## src/hdl/krt_pkg.sv

```systemverilog
// shared types, codes and constants of the keyed record table
`timescale 1ns / 1ps

package krt_pkg;

  // default table depth
  localparam int KRT_ENTRIES = 64;

  // field widths
  localparam int REQ_W    = 3;
  localparam int KEY_W    = 16;
  localparam int YEAR_W   = 12;
  localparam int RATING_W = 16;
  localparam int STATUS_W = 2;
  localparam int COUNT_W  = 7;

  // match count saturation value
  localparam logic [COUNT_W-1:0] COUNT_MAX = 7'd127;

  // request codes
  localparam logic [REQ_W-1:0] REQ_INSERT  = 3'd0;
  localparam logic [REQ_W-1:0] REQ_REMOVE  = 3'd1;
  localparam logic [REQ_W-1:0] REQ_UPDATE  = 3'd2;
  localparam logic [REQ_W-1:0] REQ_LOOKUP  = 3'd3;
  localparam logic [REQ_W-1:0] REQ_COUNT   = 3'd4;
  localparam logic [REQ_W-1:0] REQ_AVERAGE = 3'd5;

  // status codes
  localparam logic [STATUS_W-1:0] ST_OK      = 2'd0;
  localparam logic [STATUS_W-1:0] ST_DUP     = 2'd1;
  localparam logic [STATUS_W-1:0] ST_MISSING = 2'd2;
  localparam logic [STATUS_W-1:0] ST_FULL    = 2'd3;

  // request payload
  typedef struct packed {
    logic [REQ_W-1:0]    req_type;
    logic [KEY_W-1:0]    record_key;
    logic [YEAR_W-1:0]   record_year;
    logic [RATING_W-1:0] record_rating;
  } req_t;

  // response payload
  typedef struct packed {
    logic [STATUS_W-1:0] status;
    logic [KEY_W-1:0]    out_key;
    logic [YEAR_W-1:0]   out_year;
    logic [RATING_W-1:0] out_rating;
    logic [COUNT_W-1:0]  match_count;
    logic [RATING_W-1:0] average_rating;
  } rsp_t;

  // one table slot as stored in memory
  typedef struct packed {
    logic                valid;
    logic [KEY_W-1:0]    key;
    logic [YEAR_W-1:0]   year;
    logic [RATING_W-1:0] rating;
  } rec_t;

  localparam int REC_W = $bits(rec_t);

  // controller to datapath commands
  typedef struct packed {
    logic clear_wr;
    logic capture;
    logic scan_rd;
    logic commit;
    logic div_start;
    logic div_step;
    logic load_out;
  } cmd_t;

  // datapath to controller status
  typedef struct packed {
    logic addr_last;
    logic div_last;
    logic div_need;
    logic out_busy;
  } sts_t;

endpackage

```

## src/hdl/krt_stream_if.sv

```systemverilog
// valid/ready stream interface carrying one payload type
`timescale 1ns / 1ps

interface krt_stream_if #(
  parameter type payload_t = logic
);

  logic     valid;
  logic     ready;
  payload_t payload;

  modport source (output valid, output payload, input ready);
  modport sink   (input valid, input payload, output ready);

endinterface

```

## src/hdl/keyed_record_table.sv

```systemverilog
// keyed record table top level: controller, datapath and channel hookup
//
//   channel   dir   payload                                         accepted when
//   in_req    in    req_type, record_key, record_year, record_rating  valid & ready
//   out_rsp   out   status, out_key, out_year, out_rating,            valid & ready
//                   match_count, average_rating
//
// every request scans all ENTRIES slots through the one read port of the slot
// memory before the response load; an average over a nonempty table adds a
// one-bit-per-cycle division of the rating sum by the record count
// after reset a clearing pass writes every slot empty, with in_req.ready low
// the response sits in an output register; a stalled out_rsp holds the
// response load, and the next request is taken the cycle after that load
`timescale 1ns / 1ps

module keyed_record_table import krt_pkg::*; #(
  parameter int ENTRIES = KRT_ENTRIES
) (
  input logic          clk,
  input logic          rst_n,
  krt_stream_if.sink   in_req,
  krt_stream_if.source out_rsp
);

  cmd_t cmd;
  sts_t sts;
  logic in_ready;
  logic out_valid;
  rsp_t out_payload;
  req_t in_payload;

  assign in_payload = in_req.payload;

  // sequencing
  krt_ctrl u_ctrl (
    .clk      (clk),
    .rst_n    (rst_n),
    .in_valid (in_req.valid),
    .in_ready (in_ready),
    .cmd      (cmd),
    .sts      (sts)
  );

  // storage and arithmetic
  krt_dpath #(
    .ENTRIES (ENTRIES)
  ) u_dpath (
    .clk         (clk),
    .rst_n       (rst_n),
    .cmd         (cmd),
    .sts         (sts),
    .in_payload  (in_payload),
    .out_valid   (out_valid),
    .out_ready   (out_rsp.ready),
    .out_payload (out_payload)
  );

  assign in_req.ready    = in_ready;
  assign out_rsp.valid   = out_valid;
  assign out_rsp.payload = out_payload;

  // one request at a time: ready drops right after an accept
  a_one_in_flight: assert property (@(posedge clk) disable iff (!rst_n)
    (in_req.valid && in_req.ready) |=> !in_req.ready)
    else $error("request accepted while another is in flight");

  // the table is only written while no request can be taken
  a_write_when_busy: assert property (@(posedge clk) disable iff (!rst_n)
    (cmd.clear_wr || cmd.commit) |-> !in_req.ready)
    else $error("slot memory written while ready to accept");

  // a response is never loaded over one still waiting
  a_no_overwrite: assert property (@(posedge clk) disable iff (!rst_n)
    cmd.load_out |-> !sts.out_busy)
    else $error("response register overwritten");

  // match count cannot exceed the table depth
  a_count_range: assert property (@(posedge clk) disable iff (!rst_n)
    out_rsp.valid |-> (int'(out_rsp.payload.match_count) <= ENTRIES))
    else $error("match count beyond table depth");

endmodule

```

## src/hdl/krt_ram.sv

```systemverilog
// generic single write port, single read port ram with registered read
`timescale 1ns / 1ps

module krt_ram #(
  parameter int WIDTH = 8,
  parameter int DEPTH = 16
) (
  input  logic                     clk,
  input  logic                     we,
  input  logic [$clog2(DEPTH)-1:0] waddr,
  input  logic [WIDTH-1:0]         wdata,
  input  logic                     re,
  input  logic [$clog2(DEPTH)-1:0] raddr,
  output logic [WIDTH-1:0]         rdata
);

  logic [WIDTH-1:0] mem_r [DEPTH];
  logic [WIDTH-1:0] rdata_r;

  // write port and registered read port
  always_ff @(posedge clk) begin
    if (we) begin
      mem_r[waddr] <= wdata;
    end
    if (re) begin
      rdata_r <= mem_r[raddr];
    end
  end

  assign rdata = rdata_r;

endmodule

```

## src/hdl/krt_dpath.sv

```systemverilog
// datapath: slot memory, scan accumulators, serial divider, response register
`timescale 1ns / 1ps

module krt_dpath import krt_pkg::*; #(
  parameter int ENTRIES = KRT_ENTRIES
) (
  input  logic clk,
  input  logic rst_n,
  input  cmd_t cmd,
  output sts_t sts,
  input  req_t in_payload,
  output logic out_valid,
  input  logic out_ready,
  output rsp_t out_payload
);

  localparam int AW  = $clog2(ENTRIES);
  localparam int CW  = $clog2(ENTRIES + 1);
  localparam int SW  = RATING_W + AW;
  localparam int DCW = $clog2(SW);
  localparam logic [AW-1:0]  ADDR_LAST = AW'(ENTRIES - 1);
  localparam logic [DCW-1:0] DIV_LAST  = DCW'(SW - 1);

  req_t             req_r;
  logic [AW-1:0]    addr_r;
  logic             rd_vld_r;
  logic [AW-1:0]    rd_idx_r;
  logic             found_r;
  logic [AW-1:0]    found_idx_r;
  rec_t             found_rec_r;
  logic             free_r;
  logic [AW-1:0]    free_idx_r;
  logic [COUNT_W-1:0] cnt_r;
  logic [SW-1:0]    sum_r;
  logic [CW-1:0]    n_r;
  logic [SW-1:0]    quo_r;
  logic [CW-1:0]    rem_r;
  logic [DCW-1:0]   div_cnt_r;
  logic             out_valid_r;
  rsp_t             rsp_r;
  rsp_t             rsp_nxt;

  logic             ram_we;
  logic [AW-1:0]    ram_waddr;
  rec_t             ram_wdata;
  logic [REC_W-1:0] ram_rdata;
  rec_t             rd_rec;

  logic [CW:0]      trial;
  logic [CW:0]      trial_sub;
  logic             trial_ge;

  krt_ram #(
    .WIDTH (REC_W),
    .DEPTH (ENTRIES)
  ) u_ram (
    .clk   (clk),
    .we    (ram_we),
    .waddr (ram_waddr),
    .wdata (ram_wdata),
    .re    (cmd.scan_rd),
    .raddr (addr_r),
    .rdata (ram_rdata)
  );

  assign rd_rec = rec_t'(ram_rdata);

  // memory write select: clearing pass or request commit
  always_comb begin
    ram_we    = 1'b0;
    ram_waddr = addr_r;
    ram_wdata = '0;
    if (cmd.clear_wr) begin
      ram_we = 1'b1;
    end else if (cmd.commit) begin
      unique case (req_r.req_type)
        REQ_INSERT: begin
          if (!found_r && free_r) begin
            ram_we           = 1'b1;
            ram_waddr        = free_idx_r;
            ram_wdata.valid  = 1'b1;
            ram_wdata.key    = req_r.record_key;
            ram_wdata.year   = req_r.record_year;
            ram_wdata.rating = req_r.record_rating;
          end
        end
        REQ_REMOVE: begin
          if (found_r) begin
            ram_we          = 1'b1;
            ram_waddr       = found_idx_r;
            ram_wdata       = found_rec_r;
            ram_wdata.valid = 1'b0;
          end
        end
        REQ_UPDATE: begin
          if (found_r) begin
            ram_we           = 1'b1;
            ram_waddr        = found_idx_r;
            ram_wdata.valid  = 1'b1;
            ram_wdata.key    = found_rec_r.key;
            ram_wdata.year   = req_r.record_year;
            ram_wdata.rating = req_r.record_rating;
          end
        end
        default: begin
        end
      endcase
    end
  end

  // address counter and read tracking
  always_ff @(posedge clk) begin
    if (!rst_n) begin
      addr_r   <= '0;
      rd_vld_r <= 1'b0;
    end else begin
      rd_vld_r <= cmd.scan_rd;
      if (cmd.capture) begin
        addr_r <= '0;
      end else if (cmd.clear_wr || cmd.scan_rd) begin
        addr_r <= addr_r + 1'b1;
      end
    end
  end

  // request capture and slot index of the read in flight
  always_ff @(posedge clk) begin
    rd_idx_r <= addr_r;
    if (cmd.capture) begin
      req_r <= in_payload;
    end
  end

  // scan flags and accumulators
  always_ff @(posedge clk) begin
    if (!rst_n) begin
      found_r <= 1'b0;
      free_r  <= 1'b0;
      cnt_r   <= '0;
      sum_r   <= '0;
      n_r     <= '0;
    end else if (cmd.capture) begin
      found_r <= 1'b0;
      free_r  <= 1'b0;
      cnt_r   <= '0;
      sum_r   <= '0;
      n_r     <= '0;
    end else if (rd_vld_r) begin
      if (rd_rec.valid && rd_rec.key == req_r.record_key && !found_r) begin
        found_r <= 1'b1;
      end
      if (!rd_rec.valid && !free_r) begin
        free_r <= 1'b1;
      end
      if (rd_rec.valid && rd_rec.year == req_r.record_year && cnt_r != COUNT_MAX) begin
        cnt_r <= cnt_r + 1'b1;
      end
      if (rd_rec.valid) begin
        sum_r <= sum_r + SW'(rd_rec.rating);
        n_r   <= n_r + 1'b1;
      end
    end
  end

  // first matching and first free slot captures
  always_ff @(posedge clk) begin
    if (rd_vld_r && rd_rec.valid && rd_rec.key == req_r.record_key && !found_r) begin
      found_idx_r <= rd_idx_r;
      found_rec_r <= rd_rec;
    end
    if (rd_vld_r && !rd_rec.valid && !free_r) begin
      free_idx_r <= rd_idx_r;
    end
  end

  // restoring divider, one quotient bit per cycle
  assign trial     = {rem_r, quo_r[SW-1]};
  assign trial_sub = trial - {1'b0, n_r};
  assign trial_ge  = trial >= {1'b0, n_r};

  always_ff @(posedge clk) begin
    if (cmd.div_start) begin
      quo_r     <= sum_r;
      rem_r     <= '0;
      div_cnt_r <= '0;
    end else if (cmd.div_step) begin
      quo_r     <= {quo_r[SW-2:0], trial_ge};
      rem_r     <= trial_ge ? trial_sub[CW-1:0] : trial[CW-1:0];
      div_cnt_r <= div_cnt_r + 1'b1;
    end
  end

  // response assembly
  always_comb begin
    rsp_nxt        = '0;
    rsp_nxt.status = ST_OK;
    unique case (req_r.req_type)
      REQ_INSERT: begin
        if (found_r) begin
          rsp_nxt.status = ST_DUP;
        end else if (!free_r) begin
          rsp_nxt.status = ST_FULL;
        end
      end
      REQ_REMOVE, REQ_LOOKUP: begin
        if (found_r) begin
          rsp_nxt.out_key    = found_rec_r.key;
          rsp_nxt.out_year   = found_rec_r.year;
          rsp_nxt.out_rating = found_rec_r.rating;
        end else begin
          rsp_nxt.status = ST_MISSING;
        end
      end
      REQ_UPDATE: begin
        if (found_r) begin
          rsp_nxt.out_key    = found_rec_r.key;
          rsp_nxt.out_year   = req_r.record_year;
          rsp_nxt.out_rating = req_r.record_rating;
        end else begin
          rsp_nxt.status = ST_MISSING;
        end
      end
      REQ_COUNT: begin
        rsp_nxt.match_count = cnt_r;
      end
      REQ_AVERAGE: begin
        if (n_r != '0) begin
          rsp_nxt.average_rating = quo_r[RATING_W-1:0];
        end
      end
      default: begin
      end
    endcase
  end

  // response register
  always_ff @(posedge clk) begin
    if (!rst_n) begin
      out_valid_r <= 1'b0;
    end else if (cmd.load_out) begin
      out_valid_r <= 1'b1;
    end else if (out_ready) begin
      out_valid_r <= 1'b0;
    end
  end

  always_ff @(posedge clk) begin
    if (cmd.load_out) begin
      rsp_r <= rsp_nxt;
    end
  end

  assign out_valid   = out_valid_r;
  assign out_payload = rsp_r;

  // status to controller
  assign sts.addr_last = (addr_r == ADDR_LAST);
  assign sts.div_last  = (div_cnt_r == DIV_LAST);
  assign sts.div_need  = (req_r.req_type == REQ_AVERAGE) && (n_r != '0);
  assign sts.out_busy  = out_valid_r && !out_ready;

endmodule

```

## src/hdl/krt_ctrl.sv

```systemverilog
// controller: sequences clearing, scan, commit, divide and response load
`timescale 1ns / 1ps

module krt_ctrl import krt_pkg::*; (
  input  logic clk,
  input  logic rst_n,
  input  logic in_valid,
  output logic in_ready,
  output cmd_t cmd,
  input  sts_t sts
);

  typedef enum logic [2:0] {
    S_CLEAR,
    S_IDLE,
    S_SCAN,
    S_TAIL,
    S_ACT,
    S_DIV,
    S_FIN
  } state_t;

  state_t state_r;
  state_t state_nxt;
  logic   in_ready_r;

  // next state and commands
  always_comb begin
    state_nxt = state_r;
    cmd       = '0;
    unique case (state_r)
      S_CLEAR: begin
        cmd.clear_wr = 1'b1;
        if (sts.addr_last) begin
          state_nxt = S_IDLE;
        end
      end
      S_IDLE: begin
        if (in_valid && in_ready_r) begin
          cmd.capture = 1'b1;
          state_nxt   = S_SCAN;
        end
      end
      S_SCAN: begin
        cmd.scan_rd = 1'b1;
        if (sts.addr_last) begin
          state_nxt = S_TAIL;
        end
      end
      S_TAIL: begin
        state_nxt = S_ACT;
      end
      S_ACT: begin
        cmd.commit = 1'b1;
        if (sts.div_need) begin
          cmd.div_start = 1'b1;
          state_nxt     = S_DIV;
        end else begin
          state_nxt = S_FIN;
        end
      end
      S_DIV: begin
        cmd.div_step = 1'b1;
        if (sts.div_last) begin
          state_nxt = S_FIN;
        end
      end
      S_FIN: begin
        if (!sts.out_busy) begin
          cmd.load_out = 1'b1;
          state_nxt    = S_IDLE;
        end
      end
      default: begin
        state_nxt = S_IDLE;
      end
    endcase
  end

  // state and registered ready
  always_ff @(posedge clk) begin
    if (!rst_n) begin
      state_r    <= S_CLEAR;
      in_ready_r <= 1'b0;
    end else begin
      state_r    <= state_nxt;
      in_ready_r <= (state_nxt == S_IDLE);
    end
  end

  assign in_ready = in_ready_r;

endmodule

```

## src/flat_wrapper.sv

```systemverilog
// flat-port wrapper written by rule: the top's interface ports become plain ports
module keyed_record_table_flat import krt_pkg::*;
#(
  parameter int ENTRIES = KRT_ENTRIES
)
  (clk, rst_n, in_req_valid, in_req_payload, in_req_ready, out_rsp_valid, out_rsp_payload, out_rsp_ready);
  krt_stream_if #(.payload_t(req_t)) in_req_i ();
  krt_stream_if #(.payload_t(rsp_t)) out_rsp_i ();
  input logic clk;
  input logic rst_n;
  input wire logic [$bits(in_req_i.valid)-1:0] in_req_valid;
  input wire logic [$bits(in_req_i.payload)-1:0] in_req_payload;
  output wire logic [$bits(in_req_i.ready)-1:0] in_req_ready;
  output wire logic [$bits(out_rsp_i.valid)-1:0] out_rsp_valid;
  output wire logic [$bits(out_rsp_i.payload)-1:0] out_rsp_payload;
  input wire logic [$bits(out_rsp_i.ready)-1:0] out_rsp_ready;
  assign in_req_i.valid = in_req_valid;
  assign in_req_i.payload = in_req_payload;
  assign in_req_ready = in_req_i.ready;
  assign out_rsp_valid = out_rsp_i.valid;
  assign out_rsp_payload = out_rsp_i.payload;
  assign out_rsp_i.ready = out_rsp_ready;
  keyed_record_table #(.ENTRIES(ENTRIES)) u_core (.clk(clk), .rst_n(rst_n), .in_req(in_req_i), .out_rsp(out_rsp_i));
endmodule
```

## config.mk

```make
export PLATFORM = sky130hd
export DESIGN_NAME = keyed_record_table_flat
export DESIGN_NICKNAME = d
export VERILOG_FILES = /design/src/hdl/krt_pkg.sv /design/src/hdl/krt_stream_if.sv /design/src/hdl/keyed_record_table.sv /design/src/hdl/krt_ram.sv /design/src/hdl/krt_dpath.sv /design/src/hdl/krt_ctrl.sv /design/src/flat_wrapper.sv
export SDC_FILE = /design/constraint.sdc
export NUM_CORES = 2
export LEC_CHECK = 0
export ABC_AREA = 1
export BUFFER_PORTS_ARGS = -buffer_cell sky130_fd_sc_hd__buf_2
export CAP_MARGIN = 30
export CORE_MARGIN = 5
export CORE_UTILIZATION = 60
export DETAILED_ROUTE_END_ITERATION = 6
export PLACE_DENSITY = 0.82
export SLEW_MARGIN = 20
export SYNTH_ARGS = -nofsm -noshare
export SYNTH_HDL_FRONTEND = slang
export SYNTH_HIERARCHICAL = 1
export SYNTH_SLANG_ARGS = --single-unit
export TNS_END_PERCENT = 30
```

## constraint.sdc

```tcl
create_clock -name clk -period 8.4 [get_ports clk]
set_input_delay 0.42 -clock clk [delete_from_list [all_inputs] [get_ports clk]]
set_output_delay 0.42 -clock clk [all_outputs]
set_load 0.005 [all_outputs]
```

; ---- Word-level counts from Yosys, hierarchy flattened
; Memories as Yosys holds them, arrays and structs flattened. A register that Yosys moved wholly into a read port is not among the register bits.
; Cells that the tools add are included.
[totals]
output_inout_bits = 71
ff_bits = 262
input_bits = 51
word_cells = 134
mem_bits_rw = 2880
memories = 1
[memory_table]
columns = name, words, word_bits, read_ports, rd_clocked_by_memory_dff, wr, line_no
row1 = u_core.u_dpath.u_ram.mem_r, 64, 45, 1, 1, 1, krt_ram.sv:17  ; logic [WIDTH-1:0] mem_r [DEPTH];
[classes]
eq_ne = 17
n_addsub = 6
n_mux = 46
reduce_logical = 33
bitwise_logic = 1
order_cmp = 1
[op_table]
columns = op, count
row1 = 45-bit two-way mux, 4
row2 = 45-bit one-hot mux with 3 select lines, 1
row3 = 44-bit two-way mux, 3
row4 = 44-bit one-hot mux with 2 select lines, 1
row5 = 22-bit two-way mux, 2
row6 = 6-bit two-way mux, 4
row7 = 22-bit by 16-bit adder with 22-bit output, 1
row8 = 3-bit one-hot mux with 7 select lines, 1
row9 = 16-bit equality test, 1
row10 = 1-bit two-way mux, 16
row11 = 3-bit equality test (second input constant), 5
row12 = 3-bit two-way mux, 5
row13 = 7-bit by 1-bit adder with 7-bit output (second input constant), 2
row14 = 1-bit logical AND, 14
row15 = 12-bit equality test, 1
row16 = 3-bit by 2-bit equality test with 1-bit output (second input constant), 4
row17 = 6-bit one-hot mux with 2 select lines, 1
row18 = 2-bit two-way mux, 5
row19 = 2-bit AND reduction, 5
row20 = 3-bit by 1-bit equality test with 1-bit output (second input constant), 3
row21 = 8-bit by 7-bit >= comparator with 1-bit output, 1
row22 = 7-bit two-way mux, 1
row23 = 7-bit inequality test (second input constant), 1
row24 = 7-bit nonzero test, 1
row25 = 14 further kinds, 21

; ---- Logic depth before layout (Yosys ltp)
[depth]
word_depth = 8
ltp_mapped = 14
ltp_nobuf = 13

; ---- Hierarchy
; Netlist, hierarchy kept.
[by_module_without_submodules]
columns = mod, n_inst, seq_area_each_um2, cells_each, area_each_um2
row1 = krt_ram, 1, 87834.2, 9476, 116523.0
row2 = krt_dpath, 1, 7106.8, 1281, 12107.9
row3 = krt_ctrl, 1, 80.1, 52, 297.8

; ---- Least setup slack after synthesis
; No wires, ideal clock.
[synth_path]
kind = register to register
startpoint = register u_core/u_dpath/req_r[46] (netlist bit)
endpoint = memory u_core/u_dpath/u_ram/mem_r[48][0] (netlist bit), enable pin
setup_time_ps = 561
slack_ps = 1627
n_path_buf = 0
path_stages_with_launch = 12
period_less_slack_ps = 6773
t_arrival_ps = 6212
required_ps = 7839
cell_sequence = edfxtp_1 -> nor2_2 -> nand2_1 -> nand2_2 -> inv_2 -> nand2_2 -> nand3_4 -> a211oi_2 -> o21ai_0 -> inv_1 -> nand4_1 -> nor4_1
[synth_via]
elab_cells_between_ends = 12
cone_classes = 2 x eq/ne / 8 x mux / 2 x reduce/logical
[synth_lines]
columns = element, line_no
row1 = start: declaration, krt_dpath.sv:24  ; req_t req_r;
row2 = start signal: assignment, krt_dpath.sv:130  ; req_r <= in_payload;
row3 = 3-bit by 2-bit equality test with 1-bit output or 3-bit by 1-bit equality test with 1-bit output (tied branches), krt_dpath.sv:76  ; unique case (req_r.req_type)
row4 = 2-bit OR reduction (no line), -
row5 = 6-bit one-hot mux with 2 select lines *, krt_dpath.sv:76
row6 = 6-bit two-way mux *, krt_dpath.sv:75  ; end else if (cmd.commit) begin
row7 = 6-bit two-way mux *, krt_dpath.sv:73  ; if (cmd.clear_wr) begin
row8 = net u_core.u_dpath.ram_waddr[3], krt_dpath.sv:44  ; logic [AW-1:0] ram_waddr;
row9 = end: declaration, krt_ram.sv:17
; The timed path passes the listed nets; every way through them passes the cells marked *.

; ---- Worst setup path in the final report
[layout_path]
startpoint = register u_core/u_dpath/req_r[46] (netlist bit)
endpoint = memory u_core/u_dpath/u_ram/mem_r[60][39] (netlist bit), enable pin
; Same word-level chain as after synthesis.

==> reports/results.tsv <==
metric	value	unit
violated_checks	DRC	
net_switching_power_of_the_design	7.35	mW
first_global_vias	85665	
hold_path.class	input port to flop	
route.detailed.drc	9	
cts_setup_buffers	0	
mostFrequentLayoutCells	nand2_1 (3401), edfxtp_1 (3119), nand3_1 (2741)	
fin_tns_setup	0	ps
die_area	224000	sq um
slew_headroom	0.270	
synth_top_flop_cell	edfxtp_1	
hold_buffers	49	
timing_worst_slew_pin_value	1090	ps
max_clock_freq	164	MHz
setup_slack	2300	ps
wl_per_cell	26.0	um
post-layout-total-power	33.0	mW
wire_length_of_the_first_global_routing_pass	531000	um
standard_cell_core_area	214000	sq um
yosys_warnings	6	
ctsLongestPathBuffers	4	
die_width	474	um
final_min_period_over_clock_period	0.726	
area_growth_syn_to_layout	10.8	%
setup.worst_path.start_class	flop	
worst-setup-path-type	flop to flop	
antenna_found_initial	14	
synthesis.area_per_instance	11.9	sq um
routabilityCongestion	0.966	
worstSetupEndpointType	flop	
grt_usage	0.316	
cp_max_fo	24	
antenna_violating_nets_post_route	0	
vdd_ir_drop_max	305	uV
clk_latency	960	ps
timing.final.setup_violations	0	
switching_fraction	0.223	
synth_enable_flop_cells	3119	
cts_repair_resize_count	0	
internal_power	25.6	mW
hpwl	200000	um
finalWirelength	361000	um
final_common_cell	nand2_1	
total_leakage_power	54.0	nW
synthCells	10809	
placement.io_buffers	121	
clock-sinks	3187	
pin_count_of_the_biggest_net_entering_global_routing	203	
timing.final.crit_period	6100	ps
syn_nets	10891	
detailroute.via_count	89308	
fp.dieH	474	um
power.density_cell_area	231	nW/um^2
report.final.hold_viol_count	0	
rows	170	
clk_pin_slew_worst_paths	60	ps
cp.required	8930	ps
cts-buffers-inserted	320	
pre_cts_ws	2390	ps
yosysSeqAreaShare	0.737	
fraction_of_layout_cells_with_a_size_suffix_above_1	0.0797	
drt-initial-drc-count	15693	
r2r_setup_slk	2300	ps
initial_utilization	0.602	
boundaryPins	122	
synth_cell_types	49	
power.sequential.fraction	0.525	
drtPass1Iterations	7	
ys_ff_latch	3187	
maxSlewViolCount	0	
syn_area	129000	sq um
cts_tree	built	
status	finished with violations	
finClkSkew	78.6	ps
critical_path_arrival	6630	ps
globalRouteOverflowTotal	0	
h_tree_levels	5	
power_frac_clock	0.411	
power.combinational.fraction	0.063	
drv_cap	0	
async_flop_share	0	
num-nets-final	10916	
rsz_0062_raised_after_global_routing	false	
root_buffer	clkbuf_16	
viasPerCell	6.43	
synthesized netlist by cell type, types with 3 or more instances:
master    instances  area, sq um
buf_1            70          263
nand4_1          24          150
inv_1           196          736
buf_2           411         2060
nor2_2            5         31.3
nand2_2           3         18.8
o32ai_1           3         26.3
a32oi_1           5         43.8
o22ai_1          30          188
dfxtp_1          68         1360
or2_2             6         37.5
clkbuf_1        140          526
nand3_1        2741        13700
edfxtp_1       3119        93700
nand2_1        3401        12800
nor4_1           13         81.3
xor2_1           13          114
inv_2            13         48.8
o32ai_2           8          130
nor3_1           18         90.1
buf_6             8         90.1
ha_1             29          363
a22o_1            6         52.6
a21o_1            3         22.5
buf_4            39          293
o21ai_0          84          420
xnor2_1           9         78.8
a21oi_1          68          340
nor2_1          240          901
o211ai_1          5         37.5
a31oi_1           3         18.8
registers in the layout (all words and copies together) (netlist names), 3 cells and up:
signal,flops
u_core/u_dpath/req_r,47
u_core/u_dpath/found_rec_r,44
u_core/u_ctrl/state_r,3
u_core/u_dpath/rd_idx_r,6
u_core/u_dpath/cnt_r,7
u_core/u_dpath/rem_r,7
u_core/u_dpath/out_payload,69
u_core/u_dpath/sum_r,22
u_core/u_dpath/u_ram/rdata,45
u_core/u_dpath/free_idx_r,6
u_core/u_dpath/addr_r,6
u_core/u_dpath/div_cnt_r,5
u_core/u_dpath/u_ram/mem_r,2880
u_core/u_dpath/n_r,7
u_core/u_dpath/found_idx_r,6
u_core/u_dpath/quo_r,22
power by group through the flow:
stage	logic, mW	registers, mW	clock network [mW]
finish	2.09	17.3	13.6
global route	2.19	17.3	14.3
CTS	2.00	17.3	13.6
detailed placement	1.95	17.7	0
global placement	1.90	17.7	0
floorplan	1.33	17.6	0
path summary, 6_finish.rpt:
check / startpoint / endpoint / cells past startpoint
worst min-delay path: in_req_valid / u_core/u_ctrl/state_r[0]$_SDFF_PN0_ / 8
worst max-delay path: u_core/u_dpath/req_r[46]$_DFFE_PP_ / u_core/u_dpath/u_ram/mem_r[60][39]$_DFFE_PP_ / 16
worst min register to register: u_core/u_dpath/rd_idx_r[2]$_DFF_P_ / u_core/u_dpath/found_idx_r[2]$_DFFE_PP_ / 0
worst max register to register: u_core/u_dpath/req_r[46]$_DFFE_PP_ / u_core/u_dpath/u_ram/mem_r[60][39]$_DFFE_PP_ / 16
cell type report:
class / count / area [sq um]
Tap cell: 2838 / 3550
Clock inverter: 148 / 1250
Antenna cell: 5 / 12.5
Multi-Input combinational cell: 6742 / 30700
Inverter: 212 / 837
Timing Repair Buffer: 371 / 2930
Fill cell: 13836 / 71400
Clock buffer: 395 / 8510
Sequential cell: 3187 / 95000
metal layers:
metal	vias to the layer above	wire [um]	GRT usage
li1	38304	-	-
met1	42676	122000	0.415
met2	7169	163000	0.480
met3	1145	53700	0.0928
met4	14	22300	0.172
met5	-	118	0
cell families after synthesis:
kind of cell    synth area share
flops                      0.737
simple gates               0.216
compound gates            0.0108
buf+inv                   0.0312
fa+ha+maj                0.00312
xor+xnor                 0.00149
metrics by stage:
step / util / hold WS (ps) / area, sq um / instances
after global routing: 0.667 / 120 / 143000 / 13893
final: 0.667 / 103 / 143000 / 13898
after floorplan: - / 349 / 129000 / 10809
after detailed placement: 0.618 / 415 / 132000 / 13291
after CTS: 0.666 / 22.7 / 143000 / 13883
after global placement: 0.618 / 406 / 132000 / 13289
worst max-delay path, cell delays in order (launching register included):
cell and delay (ps):
edfxtp_1 500, nor2_2 440, nand2_1 100, buf_4 290
nand2_2 160, inv_2 150, nand2_2 110, nand3_4 470
a211oi_2 620, o21ai_0 280, buf_2 240, buf_4 200
inv_1 290, nand4_1 180, buf_4 290, nor2_4 790
buf_4 530
No activity file was read; power rests on OpenSTA's default activity.
